==> src/rsc_pkg.sv <==
// ----------------------------------------------------------------------------
// rsc_pkg
// Shared types, constants and helpers for the RPN stack calculator.
// ----------------------------------------------------------------------------
package rsc_pkg;

    localparam int STACK_DEPTH = 64;
    localparam int FRAC_BITS   = 16;
    localparam int DATA_W      = 48;
    localparam int FUNC_W      = 3;
    localparam int STATUS_W    = 3;

    localparam int ADDR_W      = $clog2(STACK_DEPTH);
    localparam int DEPTH_W     = $clog2(STACK_DEPTH + 1);
    localparam int PROD_W      = 2 * DATA_W;
    localparam int NUM_W       = DATA_W + FRAC_BITS;
    localparam int DCNT_W      = $clog2(NUM_W);
    localparam int MUL_CHUNK   = 16;
    localparam int MUL_STEPS   = DATA_W / MUL_CHUNK;
    localparam int MCNT_W      = $clog2(MUL_STEPS);
    localparam int PP_W        = DATA_W + MUL_CHUNK;

    localparam logic [DATA_W-1:0] Q_MAX = {1'b0, {(DATA_W-1){1'b1}}};
    localparam logic [DATA_W-1:0] Q_MIN = {1'b1, {(DATA_W-1){1'b0}}};

    localparam logic [FUNC_W-1:0] FN_PUSH  = 3'd0;
    localparam logic [FUNC_W-1:0] FN_ADD   = 3'd1;
    localparam logic [FUNC_W-1:0] FN_SUB   = 3'd2;
    localparam logic [FUNC_W-1:0] FN_MUL   = 3'd3;
    localparam logic [FUNC_W-1:0] FN_DIV   = 3'd4;
    localparam logic [FUNC_W-1:0] FN_PRINT = 3'd5;

    localparam logic [STATUS_W-1:0] ST_OK        = 3'd0;
    localparam logic [STATUS_W-1:0] ST_UNDERFLOW = 3'd1;
    localparam logic [STATUS_W-1:0] ST_OVERFLOW  = 3'd2;
    localparam logic [STATUS_W-1:0] ST_DIVZERO   = 3'd3;
    localparam logic [STATUS_W-1:0] ST_UNKNOWN   = 3'd4;

    typedef enum logic [3:0] {
        S_IDLE,
        S_DECODE,
        S_POP_R,
        S_LOAD_R,
        S_POP_L,
        S_LOAD_L,
        S_ARITH,
        S_MUL_RUN,
        S_MUL_FIN,
        S_DIV_RUN,
        S_DIV_FIN,
        S_PUSH_RES,
        S_DONE
    } rsc_state_t;

    typedef struct packed {
        logic accept;
        logic push_in;
        logic set_unknown;
        logic pop;
        logic load_r;
        logic load_l;
        logic arith;
        logic mul_step;
        logic mul_fin;
        logic div_step;
        logic div_fin;
        logic push_res;
        logic out_load;
    } rsc_cmd_t;

    typedef struct packed {
        logic [FUNC_W-1:0] func;
        logic              r_zero;
        logic              mul_last;
        logic              div_last;
    } rsc_stat_t;

    function automatic logic [DATA_W-1:0] mag(input logic [DATA_W-1:0] v);
        return v[DATA_W-1] ? (~v + 1'b1) : v;
    endfunction

    // signed saturation of an unsigned magnitude
    function automatic logic [DATA_W-1:0] sat_mag(input logic [PROD_W-1:0] m,
                                                  input logic neg);
        logic big;
        big = |m[PROD_W-1:DATA_W-1];
        if (neg) begin
            return big ? Q_MIN : (~m[DATA_W-1:0] + 1'b1);
        end
        return big ? Q_MAX : m[DATA_W-1:0];
    endfunction

endpackage

==> src/rsc_ctrl.sv <==
// ----------------------------------------------------------------------------
// rsc_ctrl
// Sequencer for one token: decode, pops, arithmetic, push and result beat.
// ----------------------------------------------------------------------------
module rsc_ctrl (
    input  logic                aclk,
    input  logic                aresetn,
    input  logic                s_valid,
    output logic                s_ready,
    output logic                m_valid,
    input  logic                m_ready,
    input  rsc_pkg::rsc_stat_t  stat,
    output rsc_pkg::rsc_cmd_t   cmd
);

    rsc_pkg::rsc_state_t state_reg, state_next;
    logic                mv_reg, mv_next;

    always_comb begin
        state_next = state_reg;
        case (state_reg)
            rsc_pkg::S_IDLE: begin
                if (s_valid) begin
                    state_next = rsc_pkg::S_DECODE;
                end
            end
            rsc_pkg::S_DECODE: begin
                case (stat.func)
                    rsc_pkg::FN_ADD, rsc_pkg::FN_SUB, rsc_pkg::FN_MUL,
                    rsc_pkg::FN_DIV, rsc_pkg::FN_PRINT: begin
                        state_next = rsc_pkg::S_POP_R;
                    end
                    default: begin
                        state_next = rsc_pkg::S_DONE;
                    end
                endcase
            end
            rsc_pkg::S_POP_R: state_next = rsc_pkg::S_LOAD_R;
            rsc_pkg::S_LOAD_R: begin
                state_next = (stat.func == rsc_pkg::FN_PRINT) ? rsc_pkg::S_DONE
                                                              : rsc_pkg::S_POP_L;
            end
            rsc_pkg::S_POP_L: state_next = rsc_pkg::S_LOAD_L;
            rsc_pkg::S_LOAD_L: state_next = rsc_pkg::S_ARITH;
            rsc_pkg::S_ARITH: begin
                if (stat.func == rsc_pkg::FN_MUL) begin
                    state_next = rsc_pkg::S_MUL_RUN;
                end else if (stat.func == rsc_pkg::FN_DIV && !stat.r_zero) begin
                    state_next = rsc_pkg::S_DIV_RUN;
                end else begin
                    state_next = rsc_pkg::S_PUSH_RES;
                end
            end
            rsc_pkg::S_MUL_RUN: begin
                if (stat.mul_last) begin
                    state_next = rsc_pkg::S_MUL_FIN;
                end
            end
            rsc_pkg::S_MUL_FIN: state_next = rsc_pkg::S_PUSH_RES;
            rsc_pkg::S_DIV_RUN: begin
                if (stat.div_last) begin
                    state_next = rsc_pkg::S_DIV_FIN;
                end
            end
            rsc_pkg::S_DIV_FIN: state_next = rsc_pkg::S_PUSH_RES;
            rsc_pkg::S_PUSH_RES: state_next = rsc_pkg::S_DONE;
            rsc_pkg::S_DONE: begin
                if (!mv_reg || m_ready) begin
                    state_next = rsc_pkg::S_IDLE;
                end
            end
            default: state_next = rsc_pkg::S_IDLE;
        endcase
    end

    always_comb begin
        cmd     = '0;
        s_ready = 1'b0;
        case (state_reg)
            rsc_pkg::S_IDLE: begin
                s_ready    = 1'b1;
                cmd.accept = s_valid;
            end
            rsc_pkg::S_DECODE: begin
                cmd.push_in     = (stat.func == rsc_pkg::FN_PUSH);
                cmd.set_unknown = (stat.func > rsc_pkg::FN_PRINT);
            end
            rsc_pkg::S_POP_R:    cmd.pop      = 1'b1;
            rsc_pkg::S_LOAD_R:   cmd.load_r   = 1'b1;
            rsc_pkg::S_POP_L:    cmd.pop      = 1'b1;
            rsc_pkg::S_LOAD_L:   cmd.load_l   = 1'b1;
            rsc_pkg::S_ARITH:    cmd.arith    = 1'b1;
            rsc_pkg::S_MUL_RUN:  cmd.mul_step = 1'b1;
            rsc_pkg::S_MUL_FIN:  cmd.mul_fin  = 1'b1;
            rsc_pkg::S_DIV_RUN:  cmd.div_step = 1'b1;
            rsc_pkg::S_DIV_FIN:  cmd.div_fin  = 1'b1;
            rsc_pkg::S_PUSH_RES: cmd.push_res = 1'b1;
            rsc_pkg::S_DONE:     cmd.out_load = !mv_reg || m_ready;
            default: begin
                cmd = '0;
            end
        endcase
    end

    always_comb begin
        mv_next = mv_reg;
        if (m_ready) begin
            mv_next = 1'b0;
        end
        if (cmd.out_load) begin
            mv_next = 1'b1;
        end
    end

    always_ff @(posedge aclk) begin
        if (!aresetn) begin
            state_reg <= rsc_pkg::S_IDLE;
            mv_reg    <= 1'b0;
        end else begin
            state_reg <= state_next;
            mv_reg    <= mv_next;
        end
    end

    assign m_valid = mv_reg;

endmodule

==> config.mk <==
export PLATFORM = sky130hd
export DESIGN_NAME = rsc_ctrl
export DESIGN_NICKNAME = d
export VERILOG_FILES = /design/src/rsc_pkg.sv /design/src/rsc_ctrl.sv
export SDC_FILE = /design/constraint.sdc
export NUM_CORES = 1
export LEC_CHECK = 0
export ABC_AREA = 1
export CAP_MARGIN = 20
export CORE_MARGIN = 1
export CORE_UTILIZATION = 28
export CTS_CLUSTER_DIAMETER = 40
export DETAILED_ROUTE_END_ITERATION = 6
export DONT_BUFFER_PORTS = 1
export PLACE_DENSITY = 0.49
export SETUP_SLACK_MARGIN = 0.3
export SLEW_MARGIN = 20
export SYNTH_ARGS = -nofsm -noshare
export SYNTH_HDL_FRONTEND = slang
export SYNTH_SLANG_ARGS = --single-unit
export TNS_END_PERCENT = 1
==> constraint.sdc <==
create_clock -name aclk -period 1.6 [get_ports aclk]
set_input_delay 0.32 -clock aclk [delete_from_list [all_inputs] [get_ports aclk]]
set_output_delay 0.32 -clock aclk [all_outputs]
set_load 0.1 [all_outputs]
==> summary.md, run 1 <==
| Metric | Value |
|---|---|
| Core area | `1580 µm²` |
| Max clock buf depth | `2` |
| Slew headroom | `80.4%` |
| Area grow syn2layout | `109%` |
| Starting Density | `31.7%` |
| CP Launch Type | `register` |
| Worst Hold Class | `in2reg` |
| Number of remaining DRC errors | `0` |
| Port buffer count | `0` |
| Crit share post-route | `100%` |
| Root Driver | `clkbuf_4` |
| 1st-iter DRT viols | `6` |
| Flip-flop count of the largest register after layout | `4` |
| Period minus WS final | `1.60 ns` |
| Post-route setup TNS | `-0.000815 ns` |
| Via/cell ratio | `4.83` |
| Worst Path Max Fanout | `6` |
| Seq/Total Area, Yosys | `20.1%` |
| Max-cap violation count | `0` |
| Commonest non-fill, non-tap cell in the layout | `nand2_1` |
| Mapped Area | `499 µm²` |
| Pin count of the biggest net entering global routing | `7` |
| Commonest cells after routing, fill and taps aside | `nand2_1, buf_12, inv_1` |
| Average cell area after synthesis | `5.49 µm²` |
| Clock Skew | `0.00517 ns` |
| CP Capture Type | `primary output` |
| Fmax | `625 MHz` |
| Post-DRT Antenna Nets | `0` |
| All-Layer GR Usage | `16.9%` |
| CP Class | `reg2out` |
| Clock sink count | `5` |
| Mapped Nets | `101` |
| Total grt overflow | `0` |
| Fin. max-slew vios | `0` |
| First-pass GRT wire length | `2390 µm` |
| Worst slew pin tran | `0.294 ns` |
| Final worst slack | `-0.000815 ns` |
| Htree depth | `1` |
| FP Rows | `14` |
| Vias | `628` |
| WP data arrival | `1.28 ns` |
| Fraction of layout cells with a size suffix above 1 | `52.6%` |
| Antenna violations before repair | `0` |
| DP HPWL | `1140 µm` |
| Distinct cells, synth | `17` |
| Violated checks | `setup timing` |
| Synth Instances | `91` |
| Ys Warns | `0` |
| Drt total wl | `1500 µm` |
| Antenna fix cells | `0` |
| Clock Latency Late Sink | `0.25 ns` |
| Non-filler cells in the finished layout | `130` |
| Die width | `44.2 µm` |
| 1st-pass router iterations | `6` |
| Drt wl/cell | `11.6 µm` |
| CTS Buf Count | `3` |
| Final setup violation count | `1` |
| #FFs+latches synth | `5` |
| # IOs | `25` |
| Status | `complete, but fails checks` |
| Final Hold Slack | `0.185 ns` |
| RSZ-0062 raised after global routing | `true` |
| WP data required | `1.28 ns` |
| Dpl cells | `122` |
| GP Congestion | `0.782` |
| Hold Fails Final Rpt | `0` |
| Number of global-route vias before repair | `595` |
| DIE AREA | `1960 µm²` |
| Clock transition at path regs | `0.05 ns` |
| CTS tree | `yes` |
| Layout Nets | `125` |
| Die height | `44.2 µm` |
## layout make-up
class / instances / area, µm²
Clock buffer: 4 / 26.3
Fill cell: 130 / 532
Inverter: 17 / 73.8
Multi-Input combinational cell: 68 / 472
Sequential cell: 5 / 116
Tap cell: 16 / 20.0
Timing Repair Buffer: 20 / 337
## Yosys cell counts, drive strengths merged
cell / number / area share (%)
dfxtp: 5 / 20
nand4: 1 / 1.3
nor3: 5 / 5.0
o21ai: 3 / 3.0
buf: 1 / 1.5
a21oi: 4 / 4.0
nand2: 27 / 25
inv: 17 / 13
nand3: 5 / 5.0
a31oi: 1 / 1.3
a22oi: 1 / 1.5
nor2: 21 / 20
## metrics by stage
step                instance area [µm²]  utilization, %  worst slack, ns
finish                             1040            66.3        -0.000815
global route                       1040            66.3          -0.0841
CTS                                1030            65.6         -0.00513
detailed placement                  886            56.2            0.101
global placement                    886            56.2            0.147
floorplan                           591               -           -0.198
## final timing paths
| check | from | to | slack, ns | depth (start not counted) |
|---|---|---|---|---|
| max | state_reg[0] | cmd[0] | -0.0008 | 4 |
| min | aresetn | state_reg[0] | 0.18 | 2 |
| max reg2reg | state_reg[2] | state_reg[0] | 0.29 | 8 |
| min reg2reg | state_reg[3] | state_reg[3] | 0.55 | 2 |
## timing repair
action | in CTS | in global routing
gates cloned | 0 | 0
setup buffers | 4 | 0
gates resized for setup | 29 | 2
hold buffers | 0 | 0
endpoints found under the setup margin | 18 | 17
endpoints found under the hold margin | 0 | 0
pin swaps | 12 | 0
## worst max-delay path, cell delays in order (launching register included)
cell and delay, ns:
dfxtp_4 0.37, inv_4 0.08, nand2_4 0.10, nor3_4 0.28, buf_16 0.20
## routing by layer
metal,part of all wire (%),vias to the layer above,GRT usage [%]
met1,41,276,18.6
met2,54,22,30.9
met3,4.6,0,6.12
li1,-,330,-
met4,0,0,3.64
met5,0,-,0
## kinds of logic (layout without fill, tap and decap cells)
family                 Yosys count  after routing  synth area share [%]
AO/OA/AOI/OAI                    9              9                  9.78
buffers and inverters           18             41                  14.3
flip-flops                       5              5                  20.1
AND/OR/NAND/NOR                 59             59                  55.9
Power of run 1 is left out: the tool's default activity adds up to more than one toggle a clock period on the data nets, which glitch-free logic cannot reach.
==> inputs of run 2 (changes only) <==
PLACE_DENSITY = 0.51   (was 0.49)
REMOVE_ABC_BUFFERS = 1   (was default)
clock period = 1.3 ns   (was 1.6 ns; I/O delays follow)
==> run 2 against run 1 <==
The run ends with DRC, setup timing left. Setup slack got worse by 0.29 ns. Utilization increased by 5.2 points. Die area unchanged. Count of clock-buffer cells in the layout decreased by 1. First-iteration DRC count increased to 2.8 times the previous value. Wire length increased by 17%. Cell area increased by 7.8%. Clock skew increased by 0.0053 ns.
==> summary.md, run 2 (synthesized netlist as in run 1, its figures left out) <==
| Metric | Value |
|---|---|
| Status | `complete, but fails checks` |
| Violated checks | `DRC, setup timing` |
| First-pass GRT wire length | `2750 µm (+15%)` |
| Vias | `708 (+13%)` |
| Commonest non-fill, non-tap cell in the layout | `nand2_1` |
| Number of remaining DRC errors | `1 (+1)` |
| Final setup violation count | `16 (+15)` |
| Final worst slack | `-0.288 ns (-0.287 ns)` |
| WP data required | `1.04 ns (-0.24 ns)` |
| Worst slew pin tran | `0.210 ns (-0.0837 ns)` |
| CP max-delay cell | `dfxtp_4` |
| Fraction of layout cells with a size suffix above 1 | `58.4% (+5.8 points)` |
| Crit share post-route | `122%` |
| Fin. max-slew vios | `0 (unchanged)` |
| FP Rows | `14 (unchanged)` |
| CTS tree | `yes` |
| Htree depth | `1 (unchanged)` |
| DP HPWL | `1240 µm (+9.0%)` |
| Worst-path cell chain | `inv_2 -> nand2_4 -> buf_4 -> o21ai_4 -> buf_12` |
| Layout Nets | `136 (+8.8%)` |
| WP data arrival | `1.33 ns (+0.05 ns)` |
| Number of global-route vias before repair | `672 (+13%)` |
| Buf/Inv on CP | `3 (+1)` |
| Max clock buf depth | `2 (unchanged)` |
| 1st-iter DRT viols | `17 (+11)` |
| Worst Hold Class | `in2reg` |
| Period minus WS final | `1.59 ns` |
| Clock Latency Late Sink | `0.26 ns (about the same)` |
| Flip-flop count of the largest register after layout | `4 (unchanged)` |
| Via/cell ratio | `5.02 (+3.9%)` |
| Dpl cells | `134 (+9.8%)` |
| CP Capture Type | `primary output` |
| Starting Density | `31.7% (unchanged)` |
| DIE AREA | `1960 µm² (unchanged)` |
| Final core utilization | `71.4% (+5.2 points)` |
| Port buffer count | `0 (unchanged)` |
| Fillers | `122 (-6.2%)` |
| Die width | `44.2 µm (unchanged)` |
| Cts hold-fix bufs | `0 (unchanged)` |
| Worst Path Max Fanout | `6 (unchanged)` |
| CP Class | `reg2out` |
| Clock Skew | `0.0105 ns (+0.00532 ns)` |
| RSZ-0062 raised after global routing | `true` |
| Slew headroom | `86.0% (+5.6 points)` |
| All-Layer GR Usage | `19.5% (+2.6 points)` |
| # IOs | `25 (unchanged)` |
| Commonest cells after routing, fill and taps aside | `nand2_1, buf_4, inv_1` |
| Core area | `1580 µm² (unchanged)` |
| Clock sink count | `5 (unchanged)` |
| Area grow syn2layout | `126%` |
| Non-filler cells in the finished layout | `141 (+8.5%)` |
| Total grt overflow | `0 (unchanged)` |
| Worst path max stage delay | `0.37 ns (about the same)` |
| Die height | `44.2 µm (unchanged)` |
| Antenna fix cells | `0 (unchanged)` |
| Drt wl/cell | `12.5 µm (+8.1%)` |
| Fmax | `630 MHz` |
| Drt total wl | `1760 µm (+17%)` |
| Crit path max-delay family | `buffers and inverters` |
| Pin count of the biggest net entering global routing | `7 (unchanged)` |
| Root Driver | `clkbuf_4` |
| GP Congestion | `0.864 (+11%)` |
| Hold Fails Final Rpt | `0 (unchanged)` |
| CTS Buf Count | `3 (unchanged)` |
| 1st-pass router iterations | `6 (unchanged)` |
| Final Hold Slack | `0.118 ns (-0.0667 ns)` |
| Post-DRT Antenna Nets | `0 (unchanged)` |
| Max-cap violation count | `0 (unchanged)` |
| Antenna violations before repair | `0 (unchanged)` |
| CP Launch Type | `register` |
| Clock transition at path regs | `0.06 ns (about the same)` |
[run 2: cell types whose count changed in the layout (fill, tap and decap cells not counted), sizes merged]
cell    change
buf         +7
clkbuf      +3
clkinv      +1
[run 2: area by class of cell]
type                       count  area, µm²  share of cell area (%)
multi-input combinational     68        473                    42.0
inverter                      17       66.3                    5.89
tap                           16       20.0                    1.78
sequential                     5        109                    9.67
timing repair buffer          31        430                    38.2
clock inverter                 1       5.00                   0.444
clock buffer                   3       22.5                    2.00
[run 2: routing by layer]
| layer | wire length (µm) | vias to the layer above | GRT usage (%) |
|---|---|---|---|
| met5 | 0 | - | 0 |
| met4 | 57 | 0 | 11.5 |
| met3 | 84 | 8 | 6.53 |
| met2 | 940 | 29 | 34.1 |
| met1 | 682 | 319 | 20.0 |
| li1 | - | 352 | - |
[run 2: worst paths after layout]
check,from,to,slack [ns],cells after the start
worst max-delay path,state_reg[0],cmd[9],-0.29,5
worst min-delay path,aresetn,state_reg[0],0.12,2
worst max register to register,state_reg[1],state_reg[3],-0.01,10
worst min register to register,m_valid,m_valid,0.64,4
[run 2: repair_timing]
action	in CTS	in global routing
gates resized for setup	32	9
setup buffers	3	0
endpoints found under the setup margin	20	20
cloned	0	0
pin swaps	7	7
[run 2: through the flow]
step / instance area (µm²) / setup slack (ns) / TNS, ns
after global routing: 1130 / -0.336 / -3.79
after detailed placement: 928 / -0.156 / -0.435
final: 1130 / -0.288 / -2.92
after floorplan: 492 / -1.87 / -18.41
after global placement: 928 / -0.0730 / -0.208
after CTS: 1080 / -0.295 / -2.86
[run 2: worst reg2reg max path, delay by kind of cell, from the launching register on]
kind / cells / cell delay, ns
flops: 1 / 0.33
buf+inv: 4 / 0.39
compound gates: 1 / 0.13
simple gates: 5 / 0.39
Power of run 2 is left out for the same reason.
==> inputs of run 3 (changes only) <==
GPL_TIMING_DRIVEN = 0   (was default)
==> run 3 against run 2 <==
The run still ends with DRC, setup timing left. Fmax decreased by 4.6%. Utilization decreased by 10 points. Highest routed layer unchanged. Cell area fell by 14%. Setup slack got worse by 0.077 ns. Critical endpoint is now state_reg[0]. Sequential share of layout area up 2.6 points. Hold slack gained 0.0032 ns.
==> summary.md, run 3 (synthesized netlist as in run 1, its figures left out) <==
| Metric | Value |
|---|---|
| Status | `complete, but fails checks` |
| Violated checks | `DRC, setup timing` |
| CP Launch Type | `register` |
| Final Hold Slack | `0.121 ns (+0.00322 ns)` |
| Flip-flop count of the largest register after layout | `4 (unchanged)` |
| WP data required | `1.44 ns (+0.40 ns)` |
| CP max-delay cell | `nor2_4` |
| CTS tree | `yes` |
| Drt total wl | `1600 µm (-9.6%)` |
| Final setup violation count | `18 (+2)` |
| Placed inst area | `643 µm² (-31%)` |
| Post-route cell area | `966 µm² (-14%)` |
| Clock sink count | `5 (unchanged)` |
| Antenna violations before repair | `0 (unchanged)` |
| Max-cap violation count | `0 (unchanged)` |
| Pin count of the biggest net entering global routing | `7 (unchanged)` |
| First-pass GRT wire length | `2590 µm (-5.5%)` |
| 1st-iter DRT viols | `12 (-5)` |
| Crit share post-route | `128% (+5.9 points)` |
| 1st-pass router iterations | `6 (unchanged)` |
| Starting Density | `31.7% (unchanged)` |
| Commonest non-fill, non-tap cell in the layout | `nand2_1` |
| Via/cell ratio | `4.99 (-0.58%)` |
| All-Layer GR Usage | `18.3% (-1.2 points)` |
| Port buffer count | `0 (unchanged)` |
| Root Driver | `clkbuf_4` |
| Slew headroom | `53.5% (-33 points)` |
| DP HPWL | `1060 µm (-14%)` |
| GP Congestion | `0.722 (-17%)` |
| Worst-path cell chain | `nand2_2 -> nor2_4 -> nand2_4 -> nand2_4 -> nor2_4 -> a21oi_2 -> nor2_1` |
| Total grt overflow | `0 (unchanged)` |
| RSZ-0062 raised after global routing | `true` |
| CP Class | `reg2reg` |
| Antenna fix cells | `0 (unchanged)` |
| Area grow syn2layout | `93.5%` |
| R2r setup slk | `-0.37 ns (-0.36 ns)` |
| Die width | `44.2 µm (unchanged)` |
| Fin. max-slew vios | `0 (unchanged)` |
| Clock Latency Late Sink | `0.25 ns (about the same)` |
| # IOs | `25 (unchanged)` |
| Layout Nets | `125 (-8.1%)` |
| Clock transition at path regs | `0.04 ns (-0.02 ns)` |
| Period minus WS final | `1.67 ns (+0.0771 ns)` |
| Fmax | `601 MHz (-4.6%)` |
| Commonest cells after routing, fill and taps aside | `nand2_1, buf_4, inv_1` |
| Core area | `1580 µm² (unchanged)` |
| Drt wl/cell | `12.3 µm (-1.9%)` |
| Number of global-route vias before repair | `583 (-13%)` |
| Fraction of layout cells with a size suffix above 1 | `53.5% (-4.9 points)` |
| CP Capture Type | `register` |
| FP Rows | `14 (unchanged)` |
| Place WS | `-0.825 ns (-0.668 ns)` |
| Worst slew pin tran | `0.696 ns (+0.486 ns)` |
| Clock Skew | `0.00183 ns (-0.00866 ns)` |
| Hold Fails Final Rpt | `0 (unchanged)` |
| Vias | `649 (-8.3%)` |
| Worst Hold Class | `in2reg` |
| WP data arrival | `1.81 ns (+0.48 ns)` |
| Htree depth | `1 (unchanged)` |
| DIE AREA | `1960 µm² (unchanged)` |
| CTS Buf Count | `3 (unchanged)` |
| Max clock buf depth | `2 (unchanged)` |
| Cts hold-fix bufs | `0 (unchanged)` |
| Worst path max stage delay | `0.57 ns (+0.20 ns)` |
| Final worst slack | `-0.365 ns (-0.0771 ns)` |
| Number of remaining DRC errors | `1 (unchanged)` |
| Die height | `44.2 µm (unchanged)` |
| Post-route setup TNS | `-5.42 ns (-2.51 ns)` |
| Worst Path Max Fanout | `5 (-1)` |
| Post-DRT Antenna Nets | `0 (unchanged)` |
[run 3: changes by cell type in the layout (fill, tap and decap cells not counted), moves of 3 or more]
cell,change
buf_12,-6
clkbuf_16,-3
dfxtp_2,-4
dfxtp_4,+4
inv_2,-4
inv_6,+4
nand2_1,-3
nand2_2,+3
nor2_2,-3
nor2_4,+3
[run 3: per-layer routing]
metal  track usage, %  wire length (µm)  vias up
met2             29.7               808       24
li1                 -                 -      326
met3             6.53               105        4
met1             20.8               646      295
met4             10.3                36        0
met5                0                 0        -
[run 3: path summary, 6_finish.rpt]
kind,start,endpoint,cells after the start
worst max-delay path,state_reg[0],state_reg[0],7
worst min-delay path,aresetn,state_reg[0],2
worst max register to register,state_reg[0],state_reg[0],7
worst min register to register,state_reg[3],state_reg[3],3
[run 3: stage by stage]
step                      utilization, %  std cells
final                               61.3        130
after global routing                61.3        130
after CTS                           59.0        127
after detailed placement            40.8        113
after global placement              32.5        106
after floorplan                        -         90
[run 3: repair_timing]
action / 4_1_cts / 5_1_grt
buffers inserted: 10 / 3
pin swaps: 14 / 7
setup endpoints to repair: 20 / 20
resized for setup: 52 / 6
[run 3: worst max-delay path, delay by kind of cell (launching register included)]
kind,cells,cell delay (ns)
simple gates,6,1.04
flops,1,0.40
compound gates,1,0.11
[run 3: layout make-up]
class | instances | area (µm²)
Clock buffer | 4 | 26.3
Timing Repair Buffer | 20 | 205
Fill cell | 145 | 611
Inverter | 17 | 87.6
Sequential cell | 5 | 119
Tap cell | 16 | 20.0
Multi-Input combinational cell | 68 | 508
Power of run 3 is left out for the same reason.
